--- src/design/backlight_keepalive_dimmer_pwm_macros.svh ---
// Assertion macros for the backlight dimmer top-level design file.
`ifndef BACKLIGHT_KEEPALIVE_DIMMER_PWM_MACROS_SVH
`define BACKLIGHT_KEEPALIVE_DIMMER_PWM_MACROS_SVH

// Same-cycle implication, checked out of reset.
`define BKD_ASSERT_NOW(name, pre, post, msg) \
  name: assert property (@(posedge clk) disable iff (rst) (pre) |-> (post)) \
    else $error(msg);

// Next-cycle implication, checked out of reset.
`define BKD_ASSERT_NEXT(name, pre, post, msg) \
  name: assert property (@(posedge clk) disable iff (rst) (pre) |=> (post)) \
    else $error(msg);

`endif

--- src/design/bkd_pkg.sv ---
// Types and constants for the backlight keep-alive dimmer.
package bkd_pkg;

  localparam int DUTY_W = 4;
  localparam logic [DUTY_W-1:0] PWM_STEPS = 4'd12;
  localparam int CFG_W = 16;

  // Configuration register indexes
  localparam logic CFG_KEEPALIVE = 1'b0;
  localparam logic CFG_DIM_STEP  = 1'b1;

  typedef enum logic [1:0] {
    PH_IDLE     = 2'd0,
    PH_ARMED    = 2'd1,
    PH_COUNTING = 2'd2
  } phase_t;

  typedef enum logic [1:0] {
    EV_NONE = 2'd0,
    EV_DIM  = 2'd1,
    EV_HOLD = 2'd2
  } dim_event_t;

  typedef struct packed {
    logic wake;
    logic slow_tick;
    logic fast_tick;
  } item_t;

  typedef struct packed {
    logic              backlight_on;
    logic [DUTY_W-1:0] duty_level;
    logic              dim_done;
  } result_t;

endpackage

--- src/design/bkd_if.sv ---
// Valid/ready channel interfaces for input items and results.
interface bkd_in_if;
  logic valid;
  logic ready;
  logic wake;
  logic slow_tick;
  logic fast_tick;

  modport source (output valid, output wake, output slow_tick, output fast_tick,
                  input ready);
  modport sink (input valid, input wake, input slow_tick, input fast_tick,
                output ready);
endinterface

interface bkd_out_if;
  logic       valid;
  logic       ready;
  logic       backlight_on;
  logic [3:0] duty_level;
  logic       dim_done;

  modport source (output valid, output backlight_on, output duty_level,
                  output dim_done, input ready);
  modport sink (input valid, input backlight_on, input duty_level,
                input dim_done, output ready);
endinterface

--- src/design/bkd_core.sv ---
// Keep-alive sequencer, dim-down timer and PWM state with per-item update.
module bkd_core #(
  parameter int COUNT_BITS = 16
) (
  input  logic                  clk,
  input  logic                  rst,
  input  logic                  step,
  input  bkd_pkg::item_t        item,
  input  logic [15:0]           keepalive_ticks,
  input  logic [15:0]           dim_step_ticks,
  output bkd_pkg::result_t      res
);
  import bkd_pkg::*;

  // Compare width covers both the counter and the 16-bit registers
  localparam int CMP_W = (COUNT_BITS > CFG_W) ? COUNT_BITS : CFG_W;

  phase_t                keepalive_phase, keepalive_phase_next;
  dim_event_t            dim_event, dim_event_next;
  logic [COUNT_BITS-1:0] keepalive_count, keepalive_count_next;
  logic [COUNT_BITS-1:0] dim_tick_count, dim_tick_count_next;
  logic [DUTY_W-1:0]     duty, duty_next;
  logic [DUTY_W-1:0]     pwm_step, pwm_step_next;
  logic                  pin_level, pin_level_next;
  logic                  done;

  // Apply wake, slow tick, then fast tick to the current state
  always_comb begin
    keepalive_phase_next = keepalive_phase;
    keepalive_count_next = keepalive_count;
    dim_event_next       = dim_event;
    dim_tick_count_next  = dim_tick_count;
    duty_next            = duty;
    pwm_step_next        = pwm_step;
    pin_level_next       = pin_level;
    done                 = 1'b0;

    if (item.wake) begin
      keepalive_phase_next = PH_ARMED;
    end

    if (item.slow_tick) begin
      if (keepalive_phase_next == PH_ARMED) begin
        keepalive_count_next = '0;
        dim_event_next       = EV_HOLD;
        keepalive_phase_next = PH_COUNTING;
      end
      if (keepalive_phase_next == PH_COUNTING) begin
        keepalive_count_next = keepalive_count_next + 1'b1;
        if (CMP_W'(keepalive_count_next) == CMP_W'(keepalive_ticks)) begin
          dim_event_next       = EV_DIM;
          keepalive_phase_next = PH_IDLE;
        end
      end
    end

    if (item.fast_tick) begin
      case (dim_event_next)
        EV_DIM: begin
          dim_tick_count_next = dim_tick_count_next + 1'b1;
          if (CMP_W'(dim_tick_count_next) == CMP_W'(dim_step_ticks)) begin
            dim_tick_count_next = '0;
            duty_next = (duty_next > 4'd1) ? duty_next - 1'b1 : 4'd1;
            if (duty_next == 4'd1) begin
              dim_event_next = EV_NONE;
              done           = 1'b1;
            end
          end
        end
        EV_HOLD: begin
          duty_next           = PWM_STEPS;
          dim_tick_count_next = '0;
          dim_event_next      = EV_NONE;
        end
        default: ;
      endcase

      // Advance the PWM period
      pwm_step_next = pwm_step_next + 1'b1;
      if (pwm_step_next == PWM_STEPS) begin
        pwm_step_next  = '0;
        pin_level_next = (duty_next != '0);
      end
      if (pwm_step_next == duty_next) begin
        pin_level_next = 1'b0;
      end
    end
  end

  // Drive the result from the updated state
  always_comb begin
    res.backlight_on = pin_level_next;
    res.duty_level   = duty_next;
    res.dim_done     = done;
  end

  // Commit state when an item passes through
  always_ff @(posedge clk) begin
    if (rst) begin
      keepalive_phase <= PH_IDLE;
      keepalive_count <= '0;
      dim_event       <= EV_NONE;
      dim_tick_count  <= '0;
      duty            <= '0;
      pwm_step        <= '0;
      pin_level       <= 1'b0;
    end else if (step) begin
      keepalive_phase <= keepalive_phase_next;
      keepalive_count <= keepalive_count_next;
      dim_event       <= dim_event_next;
      dim_tick_count  <= dim_tick_count_next;
      duty            <= duty_next;
      pwm_step        <= pwm_step_next;
      pin_level       <= pin_level_next;
    end
  end

endmodule

--- src/design/backlight_keepalive_dimmer_pwm.sv ---
// An item is held in the input register, then its result in the result register.
// Throughput: one item per cycle unless the receiver stalls; the state update is a
// single short pass of compares and increments between the two registers.
// Reset (synchronous, active high) sets both tick registers to 2000, the sequencer
// to idle with no pending dim event, duty, PWM step and pin to zero, and empties both
// pipeline registers. No clearing pass is needed.
module backlight_keepalive_dimmer_pwm #(
  parameter int COUNT_BITS = 16
) (
  input logic        clk,
  input logic        rst,
  bkd_in_if.sink     item,
  bkd_out_if.source  result,
  input logic        cfg_we,
  input logic        cfg_index,
  input logic [15:0] cfg_data
);
  import bkd_pkg::*;

  `include "backlight_keepalive_dimmer_pwm_macros.svh"

  logic [CFG_W-1:0] keepalive_ticks;
  logic [CFG_W-1:0] dim_step_ticks;

  logic    s1_valid;
  item_t   s1_item;
  logic    s2_free;
  logic    s1_advance;
  result_t core_res;
  logic    out_valid;
  result_t out_res;

  // Configuration writes
  always_ff @(posedge clk) begin
    if (rst) begin
      keepalive_ticks <= 16'd2000;
      dim_step_ticks  <= 16'd2000;
    end else if (cfg_we) begin
      case (cfg_index)
        CFG_KEEPALIVE: keepalive_ticks <= cfg_data;
        CFG_DIM_STEP:  dim_step_ticks  <= cfg_data;
        default: ;
      endcase
    end
  end

  // Pipeline flow control
  assign s2_free    = !out_valid || result.ready;
  assign s1_advance = s1_valid && s2_free;
  assign item.ready = !s1_valid || s2_free;

  // Input register
  always_ff @(posedge clk) begin
    if (rst) begin
      s1_valid <= 1'b0;
    end else if (item.ready) begin
      s1_valid <= item.valid;
    end
  end

  always_ff @(posedge clk) begin
    if (item.valid && item.ready) begin
      s1_item <= '{wake: item.wake, slow_tick: item.slow_tick,
                   fast_tick: item.fast_tick};
    end
  end

  bkd_core #(
    .COUNT_BITS (COUNT_BITS)
  ) u_core (
    .clk             (clk),
    .rst             (rst),
    .step            (s1_advance),
    .item            (s1_item),
    .keepalive_ticks (keepalive_ticks),
    .dim_step_ticks  (dim_step_ticks),
    .res             (core_res)
  );

  // Result register
  always_ff @(posedge clk) begin
    if (rst) begin
      out_valid <= 1'b0;
    end else if (s2_free) begin
      out_valid <= s1_advance;
    end
  end

  always_ff @(posedge clk) begin
    if (s1_advance) begin
      out_res <= core_res;
    end
  end

  assign result.valid        = out_valid;
  assign result.backlight_on = out_res.backlight_on;
  assign result.duty_level   = out_res.duty_level;
  assign result.dim_done     = out_res.dim_done;

  // Checks on result consistency and pipeline hand-off
  `BKD_ASSERT_NOW(a_done_at_min, result.valid && result.dim_done, result.duty_level == 4'd1, "dim_done without minimum duty")
  `BKD_ASSERT_NOW(a_duty_range, result.valid, result.duty_level <= PWM_STEPS, "duty above PWM_STEPS")
  `BKD_ASSERT_NOW(a_pin_needs_duty, result.valid && result.backlight_on, result.duty_level != 4'd0, "pin lit at zero duty")
  `BKD_ASSERT_NEXT(a_transfer_held, item.valid && item.ready, s1_valid, "accepted item not held")

endmodule

--- src/flat_wrapper.sv ---
// flat-port wrapper written by rule: the top's interface ports become plain ports
module backlight_keepalive_dimmer_pwm_flat import bkd_pkg::*;
#(
  parameter int COUNT_BITS = 16
)
  (clk, rst, cfg_we, cfg_index, cfg_data, item_valid, item_wake, item_slow_tick, item_fast_tick, item_ready, result_valid, result_backlight_on, result_duty_level, result_dim_done, result_ready);
  bkd_in_if item_i ();
  bkd_out_if result_i ();
  input logic clk;
  input logic rst;
  input logic cfg_we;
  input logic cfg_index;
  input logic [15:0] cfg_data;
  input wire logic [$bits(item_i.valid)-1:0] item_valid;
  input wire logic [$bits(item_i.wake)-1:0] item_wake;
  input wire logic [$bits(item_i.slow_tick)-1:0] item_slow_tick;
  input wire logic [$bits(item_i.fast_tick)-1:0] item_fast_tick;
  output wire logic [$bits(item_i.ready)-1:0] item_ready;
  output wire logic [$bits(result_i.valid)-1:0] result_valid;
  output wire logic [$bits(result_i.backlight_on)-1:0] result_backlight_on;
  output wire logic [$bits(result_i.duty_level)-1:0] result_duty_level;
  output wire logic [$bits(result_i.dim_done)-1:0] result_dim_done;
  input wire logic [$bits(result_i.ready)-1:0] result_ready;
  assign item_i.valid = item_valid;
  assign item_i.wake = item_wake;
  assign item_i.slow_tick = item_slow_tick;
  assign item_i.fast_tick = item_fast_tick;
  assign item_ready = item_i.ready;
  assign result_valid = result_i.valid;
  assign result_backlight_on = result_i.backlight_on;
  assign result_duty_level = result_i.duty_level;
  assign result_dim_done = result_i.dim_done;
  assign result_i.ready = result_ready;
  backlight_keepalive_dimmer_pwm #(.COUNT_BITS(COUNT_BITS)) u_core (.clk(clk), .rst(rst), .item(item_i), .result(result_i), .cfg_we(cfg_we), .cfg_index(cfg_index), .cfg_data(cfg_data));
endmodule
--- config.mk ---
export PLATFORM = sky130hd
export DESIGN_NAME = backlight_keepalive_dimmer_pwm_flat
export DESIGN_NICKNAME = d
export VERILOG_FILES = /design/src/design/bkd_pkg.sv /design/src/design/bkd_if.sv /design/src/design/bkd_core.sv /design/src/design/backlight_keepalive_dimmer_pwm.sv /design/src/flat_wrapper.sv
export VERILOG_INCLUDE_DIRS = /design/src /design/src/design
export SDC_FILE = /design/constraint.sdc
export NUM_CORES = 1
export LEC_CHECK = 0
export BUFFER_PORTS_ARGS = -buffer_cell sky130_fd_sc_hd__buf_2
export CAP_MARGIN = 40
export CORE_ASPECT_RATIO = 1.4
export CORE_MARGIN = 3
export CORE_UTILIZATION = 50
export DETAILED_ROUTE_END_ITERATION = 8
export GPL_TIMING_DRIVEN = 1
export HOLD_SLACK_MARGIN = 0.1
export MAX_ROUTING_LAYER = met4
export PLACE_DENSITY_LB_ADDON = 0.15
export SYNTH_ARGS = -nofsm -noshare
export SYNTH_HDL_FRONTEND = slang
export SYNTH_SLANG_ARGS = --single-unit
--- constraint.sdc ---
create_clock -name clk -period 9.5 [get_ports clk]
set_input_delay 1.9 -clock clk [delete_from_list [all_inputs] [get_ports clk]]
set_output_delay 1.9 -clock clk [all_outputs]
set_load 0.01 [all_outputs]
# [Yosys cells after proc, flatten, opt, wreduce, memory -nomap -nowiden]
# Cells that the tools add are included.
[classes] n_reduce_logical=14 n_bitwise=1 div=0 shifts=0 magnitude_cmp=1 n_addsub=4 eq_ne=9 n_mux=30 n_mul=0
[ops] operator="16-bit 2-to-1 mux" count=4
[ops] operator="16-bit by 1-bit adder with 16-bit output, second input constant" count=2
[ops] operator="16-bit == test" count=2
[ops] operator="16-bit case mux with 2 select lines" count=1
[ops] operator="2-bit 2-to-1 mux" count=13
[ops] operator="4-bit 2-to-1 mux" count=6
[ops] operator="4-bit case mux with 2 select lines" count=1
[ops] operator="2-bit AND reduction" count=4
[ops] operator="3-bit AND reduction" count=2
[ops] operator="4-bit by 1-bit adder with 4-bit output, second input constant" count=1
[ops] operator="2-bit by 1-bit == test with 1-bit output, second input constant" count=2
[ops] operator="2-bit == test, second input constant" count=2
[ops] operator="4-bit by 1-bit == test with 1-bit output, second input constant" count=1
[ops] operator="4-bit == test" count=1
[ops] operator="4-bit == test, second input constant" count=1
[ops] operator="4-bit by 1-bit > comparator with 1-bit output, second input constant" count=1
[ops] operator="1-bit 2-to-1 mux" count=4
[ops] operator="2-bit case mux with 2 select lines" count=1
[ops] operator="4-bit nonzero test" count=1
[ops] operator="4-bit by 1-bit subtractor with 4-bit output, second input constant" count=1
[ops] operator="1-bit logical AND" count=2
[ops] operator="1-bit zero test" count=2
[ops] operator="1-bit logical OR" count=2
[ops] operator="2-bit nonzero test" count=1
[ops] operator="1-bit NOT" count=1
[word_totals] mem_bits_rw=0 word_cells=76 n_memories=0 romBits=0 regBits=88 latchBits=0 output_inout_bits=8

# [Depth between registers and ports, before layout]
[depth] depth_word=16 depth_mapped=27

# [Hierarchy]
# Synthesis repeated with hierarchy kept, for this count alone.
[hier_totals] cells_unflattened=715 area_unflattened_um2=5806.8
[modules_own_cells] module="bkd_core" seq_area_each_um2=900.9 cells_each=570 area_per_inst_um2=4124.0 instances=1
[modules_own_cells] module="backlight_keepalive_dimmer_pwm" seq_area_each_um2=950.9 cells_each=145 area_per_inst_um2=1682.9 instances=1

# [Least setup slack after synthesis]
# Ideal clock, no wire load.
[synth_path] path_kind="reg2reg" start="register u_core.s1_item[2] in the netlist's numbering" end="register u_core.u_core.dim_tick_count[9]" path_stages_with_launch=24 n_path_buf=4 arrival_time_ns=5.390 slack_ns=4.039 setup_time_ns=0.070 cell_sequence="edfxtp_1 > nor2_1 > inv_1 > ha_1 > buf_2 > buf_6 > clkbuf_1 > nor2b_1 > ha_1 > nand3b_1 > nor4_4 > and3_1 > xnor2_1 > nand3_1 > or4_1 > or4_1 > a21boi_4 > ha_1 > inv_1 > nand3_1 > or2_2 > clkbuf_1 > or4_1 > a21oi_1"
[synth_via] elab_chain_len=12
[synth_rtl] element="start: declaration" line="backlight_keepalive_dimmer_pwm.sv:26" text="item_t s1_item;"
[synth_rtl] element="start signal: assignment" line="backlight_keepalive_dimmer_pwm.sv:63" text="s1_item <= '{wake: item.wake, slow_tick: item.slow_tick,"
[synth_rtl] element="2-bit 2-to-1 mux (*)" line="bkd_core.sv:38" text="if (item.wake) begin"
[synth_rtl] element="2-bit by 1-bit == test with 1-bit output" line="bkd_core.sv:43" text="if (keepalive_phase_next == PH_ARMED) begin"
[synth_rtl] element="16-bit 2-to-1 mux" line="bkd_core.sv:43"
[synth_rtl] element="16-bit 2-to-1 mux" line="bkd_core.sv:42" text="if (item.slow_tick) begin"
[synth_rtl] element="16-bit by 1-bit adder with 16-bit output" line="bkd_core.sv:49" text="keepalive_count_next = keepalive_count_next + 1'b1;"
[synth_rtl] element="16-bit == test" line="bkd_core.sv:50" text="if (CMP_W'(keepalive_count_next) == CMP_W'(keepalive_ticks)) begin"
[synth_rtl] element="2-bit 2-to-1 mux" line="bkd_core.sv:50"
[synth_rtl] element="2-bit 2-to-1 mux (*)" line="bkd_core.sv:48" text="if (keepalive_phase_next == PH_COUNTING) begin"
[synth_rtl] element="2-bit 2-to-1 mux (*)" line="bkd_core.sv:42"
[synth_rtl] element="2-bit by 1-bit == test with 1-bit output or 2-bit == test (tied branches)" line="bkd_core.sv:58" text="case (dim_event_next)"
[synth_rtl] element="2-bit nonzero test (no line)"
[synth_rtl] element="3-bit AND reduction (no line)"
[synth_rtl] element="end signal: assignment" line="bkd_core.sv:111" text="dim_tick_count <= dim_tick_count_next;"
[synth_rtl] element="end: declaration" line="bkd_core.sv:21" text="logic [COUNT_BITS-1:0] dim_tick_count, dim_tick_count_next;"
# Every way passes the cells marked *; elsewhere a longest branch is shown, timed or not. The select of a mux whose other input is x is not followed.
# A chain may end at the register's enable or synchronous reset.

==> results.py <==
metrics = {
    "run_status": {
        "status": "finished clean",
    },
    "finish": {
        "nFillCells": 1054,
        "n_antenna_cell": 0,
        "final_common_cell": "nand2_1",
        "regArea_um2": 1850,
        "syn_to_final_growth_pct": 7.82,
        "final_cell_mix": "nand2_1 (116), dfxtp_1 (79), a21oi_1 (73)",
        "final_layout_size_suffix_gt1_share_pct": 9.70,
        "multi_input_area_um2": 3460,
        "nNetsFinal": 764,
    },
    "clocking": {
        "cts.clk_slew.worst_paths_ns": 0.06,
        "cts_root_buffer": "clkbuf_16",
        "hold_buffers": 0,
        "htreeDepth": 3,
        "cts_tree": "done",
        "clock_latency_ns": 0.35,
        "cts_buffers": 9,
        "cts.path.max_buffers": 2,
        "clock-sinks": 88,
        "cts_setup_buffers": 0,
        "ctsResizeCount": 0,
    },
    "setup_path": {
        "reg2reg_from": "u_core.s1_item[2]",
        "path_cells": "nor2_1, inv_1, ha_1, buf_4, nor2b_1, ha_1, nand3b_1, nor4_4, and3_1, xnor2_1, nand3_1, or4_1, or4_1, a21boi_4, ha_1, inv_1, a211o_1, a211oi_1, mux2i_1, a21oi_1, nand3_1, o22ai_1, o21ai_1",
        "start_kind": "flop",
        "cpMaxStageDelayCell": "ha_1",
        "cp.required_ns": 9.58,
        "crit_top_cell": "ha_1",
        "end_kind": "flop",
        "criticalPathCategory": "reg2reg",
        "cp_max_fo": 50,
        "rr_worst_depth": 23,
        "slowest_delay_ns": 0.56,
        "arrival_ns": 6.14,
        "r2r_end": "u_core.result.backlight_on",
        "reg2reg_slack_ns": 3.43,
    },
    "global_routing": {
        "overflow": 0,
        "grt_max_degree": 82,
        "grt.total_usage_pct": 23.4,
        "grt_pass1_vias": 4753,
        "grt_pass1_wl_um": 23100,
        "antenna_found_initial": 0,
    },
    "die": {
        "die_area_um2": 12600,
        "core_area_um2": 10900,
        "rows": 45,
        "die_w_um": 95.6,
        "die_h_um": 131,
        "ios": 33,
        "start_util_pct": 51.4,
    },
    "worst_hold_path": {
        "min_from": "u_core.dim_step_ticks[2]",
        "hold_class": "reg2reg",
        "worstHoldPathCells": 2,
        "hold_path_end": "u_core.dim_step_ticks[2]",
    },
    "detailed_routing": {
        "via_per_inst": 5.82,
        "routed_wl_um": 13700,
        "post-route-drc-count": 0,
        "drtIter0Drc": 312,
        "vias": 5077,
        "first_pass_iters": 5,
        "drtAntennaViolNets": 0,
        "routedWlPerCell_um": 15.7,
    },
    "power_and_ir_drop": {
        "vdd_drop_max_mv": 0.0788,
        "power_density_nw_per_um2": 145,
        "leakage_nw": 2.13,
        "total_power_w": 0.000876,
    },
    "timing": {
        "setup_viol_count_final": 0,
        "setup_tns_ns": 0,
        "worst_slew_margin_rel_pct": 43.9,
        "fmax_mhz": 165,
        "period_minus_slack_ns": 6.07,
        "timing.final.crit_share_pct": 63.8,
        "worstMarginPinSlew_ns": 0.841,
        "grt_setup_unrepaired": "no",
        "finalHoldViolCount": 0,
        "maxSlewViolCount": 0,
        "fin_skew_ns": 0.00859,
    },
    "logic_synthesis": {
        "synth_cells": 727,
        "ys_seq_area_share_pct": 33.0,
        "synth_seq_cells": 88,
        "syn_area_um2": 5610,
        "synth_ff_type": "dfxtp_1",
        "ys_types": 73,
        "async_flop_share_pct": 0,
        "ys.warnings.count": 0,
        "synth_nets": 764,
        "synth_edf_count": 9,
        "avgSynthCellArea_um2": 7.72,
    },
    "placed_design": {
        "io_buffers": 32,
        "gp_congestion": 0.916,
        "hpwl_um": 9760,
    },
    "job": {
        "max_cap_violations": 0,
    },
}
-- cell type report --
class	instances	share of cell area, %
Inverter	17	1.05
Timing Repair Buffer	35	3.08
Sequential cell	88	30.6
Clock inverter	5	1.34
Clock buffer	11	3.84
Multi-Input combinational cell	576	57.2
Tap cell	141	2.91
-- registers in the layout (all words and copies together) (netlist names) --
| signal | cells |
|---|---|
| u_core.u_core.dim_event | 2 |
| u_core.dim_step_ticks | 16 |
| u_core.s1_valid | 1 |
| u_core.keepalive_ticks | 16 |
| u_core.u_core.dim_tick_count | 16 |
| u_core.result.valid | 1 |
| u_core.u_core.pwm_step | 4 |
| u_core.u_core.keepalive_count | 16 |
| u_core.u_core.pin_level | 1 |
| u_core.u_core.keepalive_phase | 2 |
| u_core.result.dim_done | 1 |
| u_core.result.backlight_on | 1 |
| u_core.s1_item | 3 |
| u_core.result.duty_level | 4 |
| u_core.u_core.duty | 4 |
-- cells by family after synthesis --
| logic type | count (synthesis) | share of synthesized area [%] |
|---|---|---|
| adders and majority gates | 12 | 2.67 |
| DFF | 88 | 33.0 |
| buffers and inverters | 63 | 5.37 |
| and+or+nand+nor | 332 | 30.6 |
| xor gates and xnor gates | 52 | 8.45 |
| AOI/OAI and AO/OA | 174 | 18.8 |
| muxes | 6 | 1.09 |
-- worst max-delay path by stage --
stage,startpoint,endpoint,slack [ns],cells after the start
detailed placement,u_core.s1_item[2],u_core.result.backlight_on,3.51,23
finish,u_core.s1_item[2],u_core.result.backlight_on,3.43,23
global placement,u_core.s1_item[2],u_core.result.backlight_on,3.72,23
floorplan,u_core.s1_item[2],u_core.u_core.dim_tick_count[9],4.04,23
CTS,u_core.s1_item[2],u_core.result.backlight_on,3.50,23
global route,u_core.s1_item[2],u_core.result.backlight_on,2.92,25
-- per-layer routing --
metal | up-vias | global-route usage [%] | wire [um]
met5 | - | - | 0
met2 | 138 | 37.7 | 7010
met3 | 28 | 3.89 | 575
met4 | 0 | 8.39 | 354
met1 | 2362 | 29.1 | 5760
li1 | 2549 | - | -
-- worst max-delay path: cells and delay by family, from the launching register on --
family | cells | cell delay (ns)
flip-flops | 1 | 0.40
multiplexers | 1 | 0.11
AND/OR/NAND/NOR | 9 | 2.44
XOR/XNOR | 1 | 0.14
adder cells (fa/ha/maj) | 3 | 1.07
AO/OA/AOI/OAI | 6 | 1.05
buffers and inverters | 3 | 0.57
-- synth_stat cells (all sizes together) (15+ instances only) --
cell,number,share of area [%]
xnor2,38,5.9
clkbuf,36,3.1
inv,16,1.1
nor2,58,3.9
dfxtp,79,28
a21oi,73,6.5
o21ai,45,4.0
nor3,22,2.1
nor2b,15,1.8
nand2,116,7.8
nand3,27,2.7
nand3b,28,3.8
-- report_power, final --
part / switching (W) / leakage [nW] / internal, W
logic: 0.0000603 / 1.25 / 0.0000359
clock network: 0.000149 / 0.150 / 0.000231
registers: 0.0000121 / 0.731 / 0.000388
-- metrics by stage --
stage,instance area [um^2],utilization (%),hold WS [ns],instances,worst slack [ns]
5_1_grt,6050,55.4,0.486,873,2.92
3_5_place_dp,5740,52.5,0.462,857,3.51
3_3_place_gp,5730,52.4,0.457,856,3.72
6_report,6050,55.4,0.466,873,3.43
2_1_floorplan,5610,-,0.444,727,4.04
4_1_cts,6050,55.4,0.471,873,3.50
Power figures use the tool's default switching activity.
